**config.mk**
```make
export PLATFORM = sky130hd
export DESIGN_NAME = sbre_queue
export DESIGN_NICKNAME = d
export VERILOG_FILES = /design/src/rtl/sbre_pkg.sv /design/src/rtl/sbre_queue.sv
export SDC_FILE = /design/constraint.sdc
export NUM_CORES = 1
export LEC_CHECK = 0
export BUFFER_PORTS_ARGS = -buffer_cell sky130_fd_sc_hd__buf_2
export CAP_MARGIN = 20
export CORE_ASPECT_RATIO = 1.75
export CORE_MARGIN = 4
export CORE_UTILIZATION = 38
export DETAILED_ROUTE_END_ITERATION = 7
export MAX_ROUTING_LAYER = met4
export PLACE_DENSITY = 0.64
export SETUP_SLACK_MARGIN = 0.05
export SLEW_MARGIN = 20
export SYNTH_ARGS = -nofsm -noshare
export SYNTH_HDL_FRONTEND = slang
export SYNTH_SLANG_ARGS = --single-unit
```
**constraint.sdc**
```tcl
create_clock -name clock -period 2.5 [get_ports clock]
set_clock_uncertainty 0.05 [all_clocks]
set_input_delay 0.5 -clock clock [delete_from_list [all_inputs] [get_ports clock]]
set_output_delay 0.5 -clock clock [all_outputs]
set_load 0.03 [all_outputs]
```
**src/rtl/sbre_pkg.sv**
```systemverilog
// ----------------------------------------------------------------------------
// Shadow bitmap range engine package
// Field widths, command codes, the queue entry type and small helpers.
// ----------------------------------------------------------------------------
package sbre_pkg;

   localparam int CMD_W    = 2;
   localparam int ADDR_W   = 15;
   localparam int LEN_W    = 13;
   localparam int COUNT_W  = 13;
   localparam int SIDX_W   = ADDR_W - 3;
   localparam int QUEUE_DEPTH = 2;

   typedef logic [CMD_W-1:0] cmd_type;

   localparam cmd_type CMD_MARK   = 2'd0;
   localparam cmd_type CMD_UNMARK = 2'd1;
   localparam cmd_type CMD_COUNT  = 2'd2;

   // One classified request as it waits between the front and the back.
   typedef struct packed {
      cmd_type           cmd;
      logic              noop;
      logic              status;
      logic [SIDX_W-1:0] first_idx;
      logic [SIDX_W-1:0] last_idx;
      logic [7:0]        first_mask;
      logic [7:0]        last_mask;
   } item_type;

   function automatic logic [3:0] popcount8(input logic [7:0] value);
      logic [3:0] total;
      total = 4'd0;
      for (int i = 0; i < 8; i++) begin
         total = total + 4'(value[i]);
      end
      return total;
   endfunction

endpackage

```
**src/rtl/sbre_queue.sv**
```systemverilog
// ----------------------------------------------------------------------------
// Shadow bitmap range engine queue
// Short first-in first-out buffer between the front end and the back end.
// ----------------------------------------------------------------------------
module sbre_queue (
   input  logic               clock,
   input  logic               reset,
   input  logic               push_valid,
   input  sbre_pkg::item_type push_item,
   output logic               push_ready,
   output logic               pop_valid,
   output sbre_pkg::item_type pop_item,
   input  logic               pop_ready,
   output logic [$clog2(sbre_pkg::QUEUE_DEPTH+1)-1:0] fill
);
   import sbre_pkg::*;

   localparam int PTR_W = (QUEUE_DEPTH > 1) ? $clog2(QUEUE_DEPTH) : 1;
   localparam int CNT_W = $clog2(QUEUE_DEPTH + 1);

   item_type           slot_ff [QUEUE_DEPTH];
   logic [PTR_W-1:0]   wr_ptr_ff, wr_ptr_in;
   logic [PTR_W-1:0]   rd_ptr_ff, rd_ptr_in;
   logic [CNT_W-1:0]   count_ff, count_in;
   logic               do_push;
   logic               do_pop;

   function automatic logic [PTR_W-1:0] next_ptr(input logic [PTR_W-1:0] ptr);
      return (ptr == PTR_W'(QUEUE_DEPTH - 1)) ? '0 : ptr + PTR_W'(1);
   endfunction

   assign push_ready = (count_ff != CNT_W'(QUEUE_DEPTH));
   assign pop_valid  = (count_ff != '0);
   assign pop_item   = slot_ff[rd_ptr_ff];
   assign fill       = count_ff;
   assign do_push    = push_valid && push_ready;
   assign do_pop     = pop_valid && pop_ready;

   always_comb begin
      wr_ptr_in = do_push ? next_ptr(wr_ptr_ff) : wr_ptr_ff;
      rd_ptr_in = do_pop ? next_ptr(rd_ptr_ff) : rd_ptr_ff;
      count_in  = count_ff + CNT_W'(do_push) - CNT_W'(do_pop);
   end

   always_ff @(posedge clock) begin
      if (reset) begin
         wr_ptr_ff <= '0;
         rd_ptr_ff <= '0;
         count_ff  <= '0;
      end else begin
         wr_ptr_ff <= wr_ptr_in;
         rd_ptr_ff <= rd_ptr_in;
         count_ff  <= count_in;
      end
   end

   always_ff @(posedge clock) begin
      if (do_push) begin
         slot_ff[wr_ptr_ff] <= push_item;
      end
   end

endmodule

```
== Yosys cells after proc, flatten, opt, wreduce, memory -nomap -nowiden ==
Memories as Yosys holds them, arrays and structs flattened. A register that Yosys moved wholly into a read port is not among the register bits.
Index checks and enable logic that the tools add are counted.

* Reductions and logical operators: 3
* Eq/ne operators: 1
* Add/sub/neg operators: 4
* Mux-type cells: 6

{| class="wikitable"
|+ Operator list
! operator !! number
|-
| 1-bit two-way mux || 6
|-
| 1-bit adder, second input constant || 2
|-
| 2-bit by 1-bit adder with 2-bit output || 1
|-
| 1-bit logical AND || 2
|-
| 2-bit inequality test, second input constant || 1
|-
| 2-bit nonzero test || 1
|-
| 2-bit by 1-bit subtractor with 2-bit output || 1
|}

* Bits in writable memories: 88
* Input bits: 48
* Bits in registers: 4
* Memories: 1

{| class="wikitable"
|+ Memories
! memory !! depth !! bits a word !! read ports !! clocked after Yosys merged registers in !! write ports !! line !! RTL
|-
| slot_ff || 2 || 44 || 1 || 1 || 1 || sbre_queue.sv:21 || <nowiki>item_type slot_ff [QUEUE_DEPTH];</nowiki>
|}

== Logic depth before layout (Yosys ltp) ==
* Word-level depth: 4
* Gate-level depth with buffers: 6

== Worst setup path before layout ==
Ideal clock, no wire load.

* Path type: reg2reg
* Start: reg count_ff[0] (netlist: fill[0])
* End: mem slot_ff[1][0] (netlist name) (enable)
* Slack: -0.119 ns
* Path buffers: 0
* Arrival: 2.163 ns
* Required time: 2.044 ns
* Setup time: 0.406 ns
* Cell stages (with the launch flop): 3
* Path through: dfxtp_1 -> nand2b_1 -> and3_1

* Word-level cells in the longest chain between the ends: 4

{| class="wikitable"
|+ RTL lines
! element !! line !! RTL
|-
| start: declaration || sbre_queue.sv:24 || <nowiki>logic [CNT_W-1:0] count_ff, count_in;</nowiki>
|-
| start signal: assignment || sbre_queue.sv:53 || <nowiki>count_ff <= count_in;</nowiki>
|-
| 2-bit inequality test || sbre_queue.sv:32 || <nowiki>assign push_ready = (count_ff != CNT_W'(QUEUE_DEPTH));</nowiki>
|-
| via push_ready || sbre_queue.sv:10 || <nowiki>output logic push_ready,</nowiki>
|-
| 1-bit logical AND || sbre_queue.sv:36 || <nowiki>assign do_push = push_valid && push_ready;</nowiki>
|-
| 1-bit two-way mux || sbre_queue.sv:58 || <nowiki>if (do_push) begin</nowiki>
|-
| 1-bit two-way mux (not written as such) || sbre_queue.sv:59 || <nowiki>slot_ff[wr_ptr_ff] <= push_item;</nowiki>
|-
| end: declaration || sbre_queue.sv:21 ||
|}

The timed path passes the listed nets, and every way through them passes these cells.

==> impl_metrics.json <==
{
  "tns_ns": 0,
  "synth-simple-area-share_pct": 2.05,
  "final_cell_mix": "buf_2 (95), edfxtp_1 (88), mux2_2 (44), clkbuf_16 (9), nor2_1 (5)",
  "synth.top_cells.by_area": "edfxtp_1 (77%), mux2_2 (14%), dfxtp_1 (2.9%)",
  "fp-row-count": 45,
  "cpPeakStageDelay_ns": 0.57,
  "final_util_pct": 50.8,
  "multi_input_area_sq_um": 651,
  "synth_top_family_by_area": "multiplexers",
  "nFillCells": 729,
  "ctsLongestPathBuffers": 2,
  "setup_viol": 0,
  "min_period_ns": 2.20,
  "place_area_sq_um": 4100,
  "area_delta_synth_final_pct": 29.7,
  "post-dp-hpwl_mm": 4.20,
  "grt_max_degree": 45,
  "fin_nets": 320,
  "hold_viol": 0,
  "grt_pass1_vias": 1951,
  "tightest_slew_ns": 0.399,
  "fin_crit_sh_pct": 88.0,
  "netlist_area_sq_um": 3420,
  "cts.repair.resized": 0,
  "p_leak_uw": 0.00167,
  "path_clk_slew_ns": 0.06,
  "cts_tree": "built",
  "rsz0062_at_grt": "no",
  "syn_nets": 215,
  "maxSlewHeadroom_pct": 73.4,
  "grt_pass1_wl_mm": 9.48,
  "min_from": "push_item[5]",
  "final_cell_area_sq_um": 4440,
  "drt_first_iter_violations": 69,
  "cp_top_family": "flip-flops",
  "ys_seq_area_share_pct": 80.2,
  "grt-ovfl-total": 0,
  "post-cts-setup-buffers": 0,
  "start_kind": "flop",
  "post-route-drc-count": 0,
  "fmax_mhz": 455,
  "die_w_microns": 79.7,
  "yosys.area_share.adder_pct": 0.366,
  "yosys.area.top_type": "edfxtp_1",
  "synth_compound_area_share_pct": 1.50,
  "antenna_found_initial": 1,
  "cp_max_fo": 16,
  "cts_max_level": 3,
  "pin_count": 96,
  "max_cap_viol_count": 0,
  "clk_latency_ns": 0.33,
  "synth_top_area_share_pct": 77.2,
  "post_drt_wl_per_cell_microns": 15.7,
  "p_per_area_nw_per_um2": 1040,
  "drv_slew": 0,
  "first_pass_iters": 3,
  "numCtsBuffers": 9,
  "synth-seq-cells": 93,
  "path_buf_inv": 2,
  "worstPathRequired_ns": 1.95,
  "status": "finished clean",
  "cts-root-buf": "clkbuf_16",
  "port_buffers": 95,
  "gp_congestion": 0.747,
  "synthMuxAreaShare_pct": 14.8,
  "peakVddDrop_mv": 0.539,
  "core-area_sq_um": 8730,
  "netlist_instances": 166,
  "die-area_sq_um": 10600,
  "worstSetupEndpointType": "primary output",
  "hold_path_class": "in -> reg",
  "synthDistinctLibCells": 22,
  "globalRouteTotalUtil_pct": 12.7,
  "drive_gt1_share_pct": 58.0,
  "num_vias": 1804,
  "seqCellArea_sq_um": 2740,
  "ctsHoldBuffers": 0,
  "layout_commonest_cell": "buf_2",
  "path_cells": "buf_12, mux2_2, buf_2",
  "initial_core_util_pct": 39.2,
  "via_per_inst": 4.58,
  "syn_area_per_cell_sq_um": 20.6,
  "fp.dieH_microns": 134,
  "path_class": "reg -> out",
  "slowest_stage": "dfxtp_2",
  "cts_num_sinks": 93,
  "worst_slack_ns": 0.301,
  "cp_data_arrival_time_ns": 1.65,
  "yosys_warnings": 0,
  "r2r_start": "fill[0]$_SDFF_PP0_",
  "wl_mm": 6.18,
  "ant_nets": 0,
  "synthXorXnorAreaFrac_pct": 0.256,
  "pre_cts_slack_ns": 0.605
}
[logic make-up after synthesis]
logic type | Yosys count
muxes | 45
adders and majority gates | 1
xor gates and xnor gates | 1
buffers and inverters | 6
AOI/OAI and AO/OA | 7
and+or+nand+nor | 13
DFF | 93
[worst paths after layout]
kind / depth (start not counted) / slack [ns] / endpoint
setup reg to reg: 3 / 0.74 / slot_ff[1][25]$_DFFE_PP_
hold reg to reg: 2 / 0.47 / flop
hold / removal: 1 / 0.31 / slot_ff[1][5]$_DFFE_PP_
setup / recovery: 3 / 0.30 / pop_item[33]
[metal layers]
metal	wire (microns)	part of all wire (%)	vias up	global-route usage (%)
li1	-	-	859	-
met1	2120	34	892	11.5
met2	3640	59	47	23.0
met3	301	4.9	6	3.79
met4	121	2.0	0	6.88
met5	0	0	-	-
[final cells by class]
type / instances / area share [%]
flip-flops and latches: 93 / 61.8
multi-input cells: 67 / 14.7
repair buffers: 99 / 12.5
clock buffers: 10 / 5.16
well taps: 117 / 3.30
clock inverters: 6 / 2.28
inverters: 1 / 0.169
diodes: 1 / 0.0564
[where the power goes]
group / internal (uW) / switching, uW / total [uW] / leakage (uW)
Clock: 966 / 510 / 1480 / 0.000159
Combinational: 441 / 723 / 1160 / 0.000642
Sequential: 1900 / 81.7 / 1980 / 0.000865
Total: 3300 / 1310 / 4620 / 0.00167
[registers in the layout, indices dropped and copies added, names as in the netlist, named ones only]
name / flops
wr_ptr_ff: 1
rd_ptr_ff: 1
fill: 2
slot_ff: 88
[metrics by stage]
stage / cells / total power, uW / hold slack [ns]
after floorplan: 166 / 2820 / 0.422
after global placement: 377 / 3180 / 0.435
after detailed placement: 377 / 3200 / 0.450
after CTS: 393 / 4690 / 0.290
after global routing: 394 / 4830 / 0.283
final: 394 / 4620 / 0.306
[synthesized netlist by cell type (all sizes together)]
| cell | instances |
|---|---|
| o21ai | 2 |
| edfxtp | 88 |
| mux2 | 45 |
| and3 | 1 |
| a21bo | 2 |
| ha | 1 |
| a32oi | 1 |
| nand2b | 1 |
| nand3b | 1 |
| nand3 | 1 |
| nor2b | 2 |
| a21oi | 1 |
| nor2 | 5 |
| a211oi | 1 |
| buf | 5 |
| dfxtp | 5 |
| or2 | 1 |
| and2b | 1 |
| inv | 1 |
| xor2 | 1 |
(Power assumes the default switching activity.)
