--- src/rtl/sbre_pkg.sv ---
// ----------------------------------------------------------------------------
// Shadow bitmap range engine package
// Field widths, command codes, the queue entry type and small helpers.
// ----------------------------------------------------------------------------
package sbre_pkg;

   localparam int CMD_W    = 2;
   localparam int ADDR_W   = 15;
   localparam int LEN_W    = 13;
   localparam int COUNT_W  = 13;
   localparam int SIDX_W   = ADDR_W - 3;
   localparam int QUEUE_DEPTH = 2;

   typedef logic [CMD_W-1:0] cmd_type;

   localparam cmd_type CMD_MARK   = 2'd0;
   localparam cmd_type CMD_UNMARK = 2'd1;
   localparam cmd_type CMD_COUNT  = 2'd2;

   // One classified request as it waits between the front and the back.
   typedef struct packed {
      cmd_type           cmd;
      logic              noop;
      logic              status;
      logic [SIDX_W-1:0] first_idx;
      logic [SIDX_W-1:0] last_idx;
      logic [7:0]        first_mask;
      logic [7:0]        last_mask;
   } item_type;

   function automatic logic [3:0] popcount8(input logic [7:0] value);
      logic [3:0] total;
      total = 4'd0;
      for (int i = 0; i < 8; i++) begin
         total = total + 4'(value[i]);
      end
      return total;
   endfunction

endpackage

--- src/rtl/sbre_channels.sv ---
// ----------------------------------------------------------------------------
// Shadow bitmap range engine channels
// Valid/ready request and response channels with their payload fields.
// ----------------------------------------------------------------------------
interface sbre_req_if;
   import sbre_pkg::*;

   logic              valid;
   logic              ready;
   logic [CMD_W-1:0]  command;
   logic [ADDR_W-1:0] start_address;
   logic [LEN_W-1:0]  length;

   modport source (output valid, output command, output start_address, output length,
                   input ready);
   modport sink   (input valid, input command, input start_address, input length,
                   output ready);
endinterface


--- src/rtl/sbre_front.sv ---
// ----------------------------------------------------------------------------
// Shadow bitmap range engine front end
// Accepts requests, checks the range and turns it into shadow byte indexes
// and edge masks for the back end.
// ----------------------------------------------------------------------------
module sbre_front #(
   parameter int SHADOW_BYTES = 4096,
   parameter int MAX_LENGTH   = 4096
) (
   sbre_req_if.sink          req,
   input  logic              clear_busy,
   input  logic              push_ready,
   output logic              push_valid,
   output sbre_pkg::item_type push_item
);
   import sbre_pkg::*;

   localparam logic [31:0] LIMIT   = 32'(SHADOW_BYTES) * 32'd8;
   localparam logic [31:0] MAX_LEN = 32'(MAX_LENGTH);

   logic [ADDR_W:0] end_sum;
   logic [ADDR_W:0] last_addr;
   logic            zero_len;
   logic            bad_cmd;
   logic            reject;

   assign req.ready  = push_ready && !clear_busy;
   assign push_valid = req.valid && !clear_busy;

   always_comb begin
      end_sum   = {1'b0, req.start_address} + (ADDR_W+1)'(req.length);
      last_addr = end_sum - (ADDR_W+1)'(1);
      zero_len  = (req.length == '0);
      bad_cmd   = (req.command != CMD_MARK) && (req.command != CMD_UNMARK)
                  && (req.command != CMD_COUNT);
      reject    = !zero_len && !bad_cmd
                  && ((32'(req.length) > MAX_LEN) || (32'(end_sum) > LIMIT));

      push_item.cmd        = req.command;
      push_item.noop       = zero_len || bad_cmd || reject;
      push_item.status     = reject;
      push_item.first_idx  = req.start_address[ADDR_W-1:3];
      push_item.last_idx   = last_addr[ADDR_W-1:3];
      push_item.first_mask = 8'hFF << req.start_address[2:0];
      push_item.last_mask  = 8'hFF >> (3'd7 - last_addr[2:0]);
   end

endmodule

--- src/flat_wrapper.sv ---
// flat-port wrapper written by rule: the top's interface ports become plain ports
module sbre_front_flat import sbre_pkg::*;
#(
   parameter int SHADOW_BYTES = 4096,
   parameter int MAX_LENGTH   = 4096
)
  (clear_busy, push_ready, push_valid, push_item, req_valid, req_command, req_start_address, req_length, req_ready);
  sbre_req_if req_i ();
  input  logic clear_busy;
  input  logic push_ready;
  output logic push_valid;
  output sbre_pkg::item_type push_item;
  input wire logic [$bits(req_i.valid)-1:0] req_valid;
  input wire logic [$bits(req_i.command)-1:0] req_command;
  input wire logic [$bits(req_i.start_address)-1:0] req_start_address;
  input wire logic [$bits(req_i.length)-1:0] req_length;
  output wire logic [$bits(req_i.ready)-1:0] req_ready;
  assign req_i.valid = req_valid;
  assign req_i.command = req_command;
  assign req_i.start_address = req_start_address;
  assign req_i.length = req_length;
  assign req_ready = req_i.ready;
  sbre_front #(.SHADOW_BYTES(SHADOW_BYTES), .MAX_LENGTH(MAX_LENGTH)) u_core (.req(req_i), .clear_busy(clear_busy), .push_ready(push_ready), .push_valid(push_valid), .push_item(push_item));
endmodule
--- config.mk ---
export PLATFORM = sky130hd
export DESIGN_NAME = sbre_front_flat
export DESIGN_NICKNAME = d
export VERILOG_FILES = /design/src/rtl/sbre_pkg.sv /design/src/rtl/sbre_channels.sv /design/src/rtl/sbre_front.sv /design/src/flat_wrapper.sv
export SDC_FILE = /design/constraint.sdc
export NUM_CORES = 1
export LEC_CHECK = 0
export ABC_AREA = 1
export CORE_ASPECT_RATIO = 0.8
export CORE_MARGIN = 2
export CORE_UTILIZATION = 52
export DETAILED_ROUTE_END_ITERATION = 7
export DONT_BUFFER_PORTS = 1
export PLACE_DENSITY_LB_ADDON = 0.1
export SLEW_MARGIN = 0
export SYNTH_ARGS = -nofsm -noshare
export SYNTH_HDL_FRONTEND = slang
export SYNTH_SLANG_ARGS = --single-unit
--- constraint.sdc ---
create_clock -name vclk -period 8.8
set_input_delay 2.64 -clock vclk [all_inputs]
set_output_delay 2.64 -clock vclk [all_outputs]
set_load 0.03 [all_outputs]
After elaboration in Yosys (flattened, before gate mapping)
Index checks and enable logic that the tools add are counted.
{ "totals": {"out_inout_bits": 46, "regBits": 0, "wordCells": 23, "in_bits": 33} }
{ "classes": {"n_addsub": 3, "n_reduce_logical": 14, "n_lt_le_gt_ge": 2, "n_shift": 2, "n_eq_ne": 2} }
{ "ops": {"columns": ["cell", "count"], "rows": [
  ["15-bit by 13-bit adder with 16-bit output", 1],
  ["16-bit greater-than comparator (second input constant)", 1],
  ["15-bit by 1-bit subtractor with 15-bit output (second input constant)", 1],
  ["13-bit greater-than comparator (second input constant)", 1],
  ["13-bit zero test", 1],
  ["8-bit by 3-bit left shift with 8-bit output (first input constant)", 1],
  ["8-bit by 3-bit >> shifter with 8-bit output (first input constant)", 1],
  ["1-bit logical AND", 6],
  ["1-bit zero test", 3],
  ["1-bit logical OR", 3],
  ["3-bit subtractor (first input constant)", 1],
  ["2-bit by 1-bit != test with 1-bit output (second input constant)", 1],
  ["2-bit != test (second input constant)", 1],
  ["2-bit nonzero test", 1]
]} }

Logic depth before layout (Yosys ltp)
Gate-level depths: netlist of the first run.
{ "logic_depth": {"ltp_word": 7, "ltp_mapped": 16, "depth_no_buf": 15} }

Worst setup path before layout of the first run
No wires, ideal clock.
{ "synth_timing": {"kind": "in2out", "startpoint": "in req_length[0]", "endpoint": "out push_item[22] (netlist name)", "slack_ps": 1399, "required_time_ps": 6160, "arrival_time_ps": 4761, "n_path_buf": 0, "stages": 12, "path_cell_list": "ha_1 -> inv_1 -> fa_1 -> inv_1 -> nand3_1 -> nand2_2 -> nand2_1 -> nand2_2 -> nand2_1 -> nor3_2 -> nand3_2 -> o21ai_0"} }
{ "synth_lines": {"columns": ["item", "line", "text"], "rows": [
  ["start, declared", "flat_wrapper.sv:16", "input wire logic [$bits(req_i.length)-1:0] req_length;"],
  ["end, declared", "flat_wrapper.sv:12", "output sbre_pkg::item_type push_item;"]
]} }

==> impl_results.md, run 1 <==
* Number of sequential cells at 0
* Delay-heaviest family, CP: simple AND/OR/NAND/NOR gates
* Most frequent CP cell: nand3_1
* Vias at 1610
* WP data arrival at 4.91 ns
* Crit path time final at 7.55 ns
* Min Hold Slack at 5.28 ns
* Total Routed Length at 3540 µm
* Number of port buffers at 0
* Placement Setup Slack at 1.24 ns
* Fmax at 0.132 GHz
* DRT antenna net count at 0
* Synthesis-to-layout area growth at -4.38%
* DP HPWL at 3230 µm
* Postcts setup bufs at 0
* # setup viols final at 0
* Die height at 53.2 µm
* Total gr overflow at 0
* Clock buffer count at 0
* Slew @ Worst Pin at 0.934 ns
* Starting Density at 56.0%
* Total die area at 0.00348 mm²
* Clock Power Share at 0%
* Levels on crit path at 12
* # diodes at 0
* Tot GR Track Use at 20.7%
* Vias in the first global route at 1342
* Max Slew Vio Count at 0
* Logic pwr share at 100.0%
* Routed vias/inst at 4.97
* Average size of a mapped cell at 5.22 µm²
* Status: finished clean
* Top-area cell type share of the netlist area at 25.1%
* Critical path class: in2out
* Type of origin of the critical path: input port
* Critical Path Max Stage Delay at 0.56 ns
* Seq pwr share at 0%
* Yosys warning count at 0
* Pwr/cell area at 101 mW/mm²
* Die width at 65.5 µm
* Critical path buffers and inverters at 2
* Worst-path maximum fanout at 4
* PnR worst setup slack at 1.25 ns
* Sw frac at 74.7%
* Commonest cells after routing, fill and taps aside: nand2_1, inv_1, nand3_1, nor2_1, ha_1
* Slowest CP cell: xnor2_1
* Slew HR at 37.1%
* Area contributors post-synth: nand2_1, ha_1, inv_1
* Unrepaired setup endpoints after global routing: false
* First-pass GRT wire length at 5700 µm
* Worst vdd rail ir drop at 0.0000364 V
* Final GP Congestion at 0.878
* Hold path depth at 0
* Max-cap viol count at 0
* Residual DRC count at 0
* Cell area after layout at 0.00150 mm²
* Final Net Count at 340
* CP endpoint kind: output pin
* Register Area at 0 µm²
* Pre-antenna DRT Iters at 4
* Core outline area at 0.00281 mm²
* WL/cell at 10.9 µm
* Hold Buf Count CTS at 0
* Lkg Pwr at 0.895 nW
* Sw Pwr at 113 µW
* Yosys top cell by area: nand2_1
* DR iter-0 viols at 48
* Hold Crit Class: in2out
* Setup TNS at 0 ns
* Seq/Total Area, Yosys at 0%
* Pint at 38.3 µW
* Initial antenna violation count at 0
* Distinct cell type count after synthesis at 25
* DP Area at 0.00150 mm²
* Fin crit share at 85.8%
* Power Total at 152 µW
* Largest net degree at the start of global routing at 9
* Top-Level Pins at 79
* Mapped Cells at 301
* Mapped Area at 0.00157 mm²
* Final hold violation count at 0
* WP data required at 6.16 ns
* Layout cells sized above 1 at 6.29%
* Cts repair resizes at 0
* Commonest non-fill, non-tap cell in the layout: nand2_1
* Cell row count at 17
* Filler Cell Count at 338
* Critical-path cell list: ha_1, inv_1, fa_1, inv_1, nand3_1, nand2_2, nand2_1, nand2_2, nand3_1, nor3_1, nand3_1, xnor2_1
## cells in the mapped netlist, drive strengths merged
cell type and count:
ha 18, nand2 112, buf 17, xnor2 7, conb 1, nor2 26, fa 1, and2 2
nor4 3, inv 57, xor2 3, nand3 28, a21oi 8, nand4 5, nand3b 3, o21a 1
o21ai 3, nor3 6
## worst paths after layout
path                        startpoint       endpoint  slack (ns)
setup / recovery         req_length[0]  push_item[27]        1.25
hold / removal    req_start_address[4]  push_item[29]        5.28
## through the flow
step,std cells,utilization [%]
finish,324,53.5
global route,324,53.5
CTS,324,53.5
detailed placement,324,53.5
global placement,324,53.5
floorplan,302,-
## cell type report
cell class,count,area (µm²),area share [%]
inverter,57,214,14.2
multi-input combinational,228,1230,82.1
tap,38,47.5,3.16
timing repair buffer,1,7.51,0.500
## power by group through the flow
| stage | sequential [mW] | clock [mW] | combinational, mW |
|---|---|---|---|
| floorplan | 0 | 0 | 0.145 |
| global placement | 0 | 0 | 0.151 |
| detailed placement | 0 | 0 | 0.151 |
| CTS | 0 | 0 | 0.152 |
| global route | 0 | 0 | 0.168 |
| finish | 0 | 0 | 0.152 |
## metal layers
| layer | global-route usage (%) | share of wire, % |
|---|---|---|
| met1 | 31.9 | 54 |
| met5 | 0 | 0 |
| met2 | 33.2 | 39 |
| met4 | 0.347 | 0 |
| met3 | 1.06 | 6.6 |
## cell families (layout without fill, tap and decap cells)
family	Yosys count	after routing	synth area share, %
xor gates and xnor gates	10	10	6.05
AOI/OAI and AO/OA	12	12	3.98
other	1	2	0.239
and+or+nand+nor	185	185	52.4
adders and majority gates	19	19	15.6
buffers and inverters	74	58	21.7
(Power assumes the default switching activity.)
==> inputs of run 2 (changes only) <==
--- a/config.mk
+++ b/config.mk
@@ -6,9 +6,11 @@
 export NUM_CORES = 1
 export LEC_CHECK = 0
 export ABC_AREA = 1
+export CELL_PAD_IN_SITES_DETAIL_PLACEMENT = 0
+export CELL_PAD_IN_SITES_GLOBAL_PLACEMENT = 1
 export CORE_ASPECT_RATIO = 0.8
 export CORE_MARGIN = 2
-export CORE_UTILIZATION = 52
+export CORE_UTILIZATION = 46
 export DETAILED_ROUTE_END_ITERATION = 7
 export DONT_BUFFER_PORTS = 1
 export PLACE_DENSITY_LB_ADDON = 0.1
==> impl_results.md, run 2 (synthesis results as in run 1) <==
* Most frequent CP cell: nand3_1
* Vias at 1559
* Cts repair resizes at 0
* Fin crit share at 86.0%
* Hold Buf Count CTS at 0
* Top-Level Pins at 79
* # setup viols final at 0
* Total gr overflow at 0
* Slowest CP cell: xnor2_1
* Status: finished clean
* Critical path class: in2out
* Cell row count at 18
* Critical Path Source: req_length[0]
* Synthesis-to-layout area growth at -4.22%
* Routed vias/inst at 4.78
* Layout cells sized above 1 at 6.29%
* Worst-path maximum fanout at 4
* Starting Density at 49.5%
* Max Slew Vio Count at 0
* Residual DRC count at 0
* CP endpoint kind: output pin
* WP data arrival at 4.92 ns
* Die width at 69.4 µm
* Commonest cells after routing, fill and taps aside: nand2_1, inv_1, nand3_1, nor2_1, ha_1
* Finished Layout Cells at 326
* Setup TNS at 0 ns
* Vias in the first global route at 1400
* Pwr/cell area at 101 mW/mm²
* Slew HR at 35.4%
* DR iter-0 viols at 43
* Worst vdd rail ir drop at 0.0000379 V
* Clock buffer count at 0
* End point of the critical path: push_item[27]
* Met3 Routed Length at 221 µm
* WL met2 at 1410 µm
* Met1 Routed Length at 2100 µm
* Total die area at 0.00390 mm²
* DP HPWL at 3400 µm
* Postcts setup bufs at 0
* Cells after DPL at 326
* Final hold violation count at 0
* Final Net Count at 340
* WP data required at 6.16 ns
* Max-cap viol count at 0
* Die height at 56.3 µm
* Commonest non-fill, non-tap cell in the layout: nand2_1
* Type of origin of the critical path: input port
* Critical-path cell list: ha_1, inv_1, fa_1, inv_1, nand3_1, nand2_2, nand2_1, nand2_2, nand3_1, nor3_1, nand3_1, xnor2_1
* Hold Crit Class: in2out
* Unrepaired setup endpoints after global routing: false
* Lkg Pwr at 0.895 nW
* Fmax at 0.132 GHz
* Largest net degree at the start of global routing at 9
* Critical Path Max Stage Delay at 0.57 ns
* # diodes at 0
* Pre-antenna DRT Iters at 4
* Final GP Congestion at 0.838
* Total Routed Length at 3730 µm
* DRT antenna net count at 0
* Crit path time final at 7.56 ns
* Initial antenna violation count at 0
* WL/cell at 11.4 µm
* Slew @ Worst Pin at 0.958 ns
* Number of sequential cells at 0
* Max layer used: met3
* Register Area at 0 µm²
* Core outline area at 0.00318 mm²
* Number of port buffers at 0
* First-pass GRT wire length at 5920 µm
* Tot GR Track Use at 18.0%
[run 2: per-stage QoR]
stage                     setup WS [ns]  utilization, %  power (mW)  hold WS [ns]  cell area, µm²
after floorplan                    1.40               -       0.145          5.39            1580
after global placement             1.28            47.4       0.152          5.28            1510
after detailed placement           1.21            47.4       0.152          5.28            1510
after CTS                          1.22            47.4       0.152          5.28            1510
after global routing               1.05            47.4       0.168          5.28            1510
final                              1.24            47.4       0.152          5.28            1510
[run 2: how the worst min path moves through the flow]
stage / from / to / slack, ns / depth (start not counted)
after floorplan: req_start_address[2] / push_item[9] / 5.39 / 1
after CTS: req_start_address[12] / push_item[37] / 5.28 / 0
after global placement: req_start_address[12] / push_item[37] / 5.28 / 0
final: req_start_address[5] / push_item[30] / 5.28 / 0
after detailed placement: req_start_address[12] / push_item[37] / 5.28 / 0
after global routing: req_start_address[5] / push_item[30] / 5.28 / 0
[run 2: report_power, final]
group          total [mW]  leakage, nW  switching, mW  internal (mW)
logic               0.152        0.895          0.113         0.0382
clock network           0            0              0              0
registers               0            0              0              0
[run 2: final cells by class]
class                      instances  area, µm²
inverter                          57        214
tap                               40       50.0
timing repair buffer               1       7.51
multi-input combinational        228       1230
fill                             381       1670
[run 2: metal layers]
layer | up-vias | GRT usage (%)
met4 | 0 | 0
li1 | 880 | -
met5 | - | 0
met2 | 42 | 29.1
met3 | 0 | 1.08
met1 | 637 | 27.8
[run 2: worst max-delay path, delay by kind of cell]
kind | cells | cell delay, ns
fa+ha+maj | 2 | 0.56
buf+inv | 2 | 0.16
xor+xnor | 1 | 0.57
simple gates | 7 | 0.99
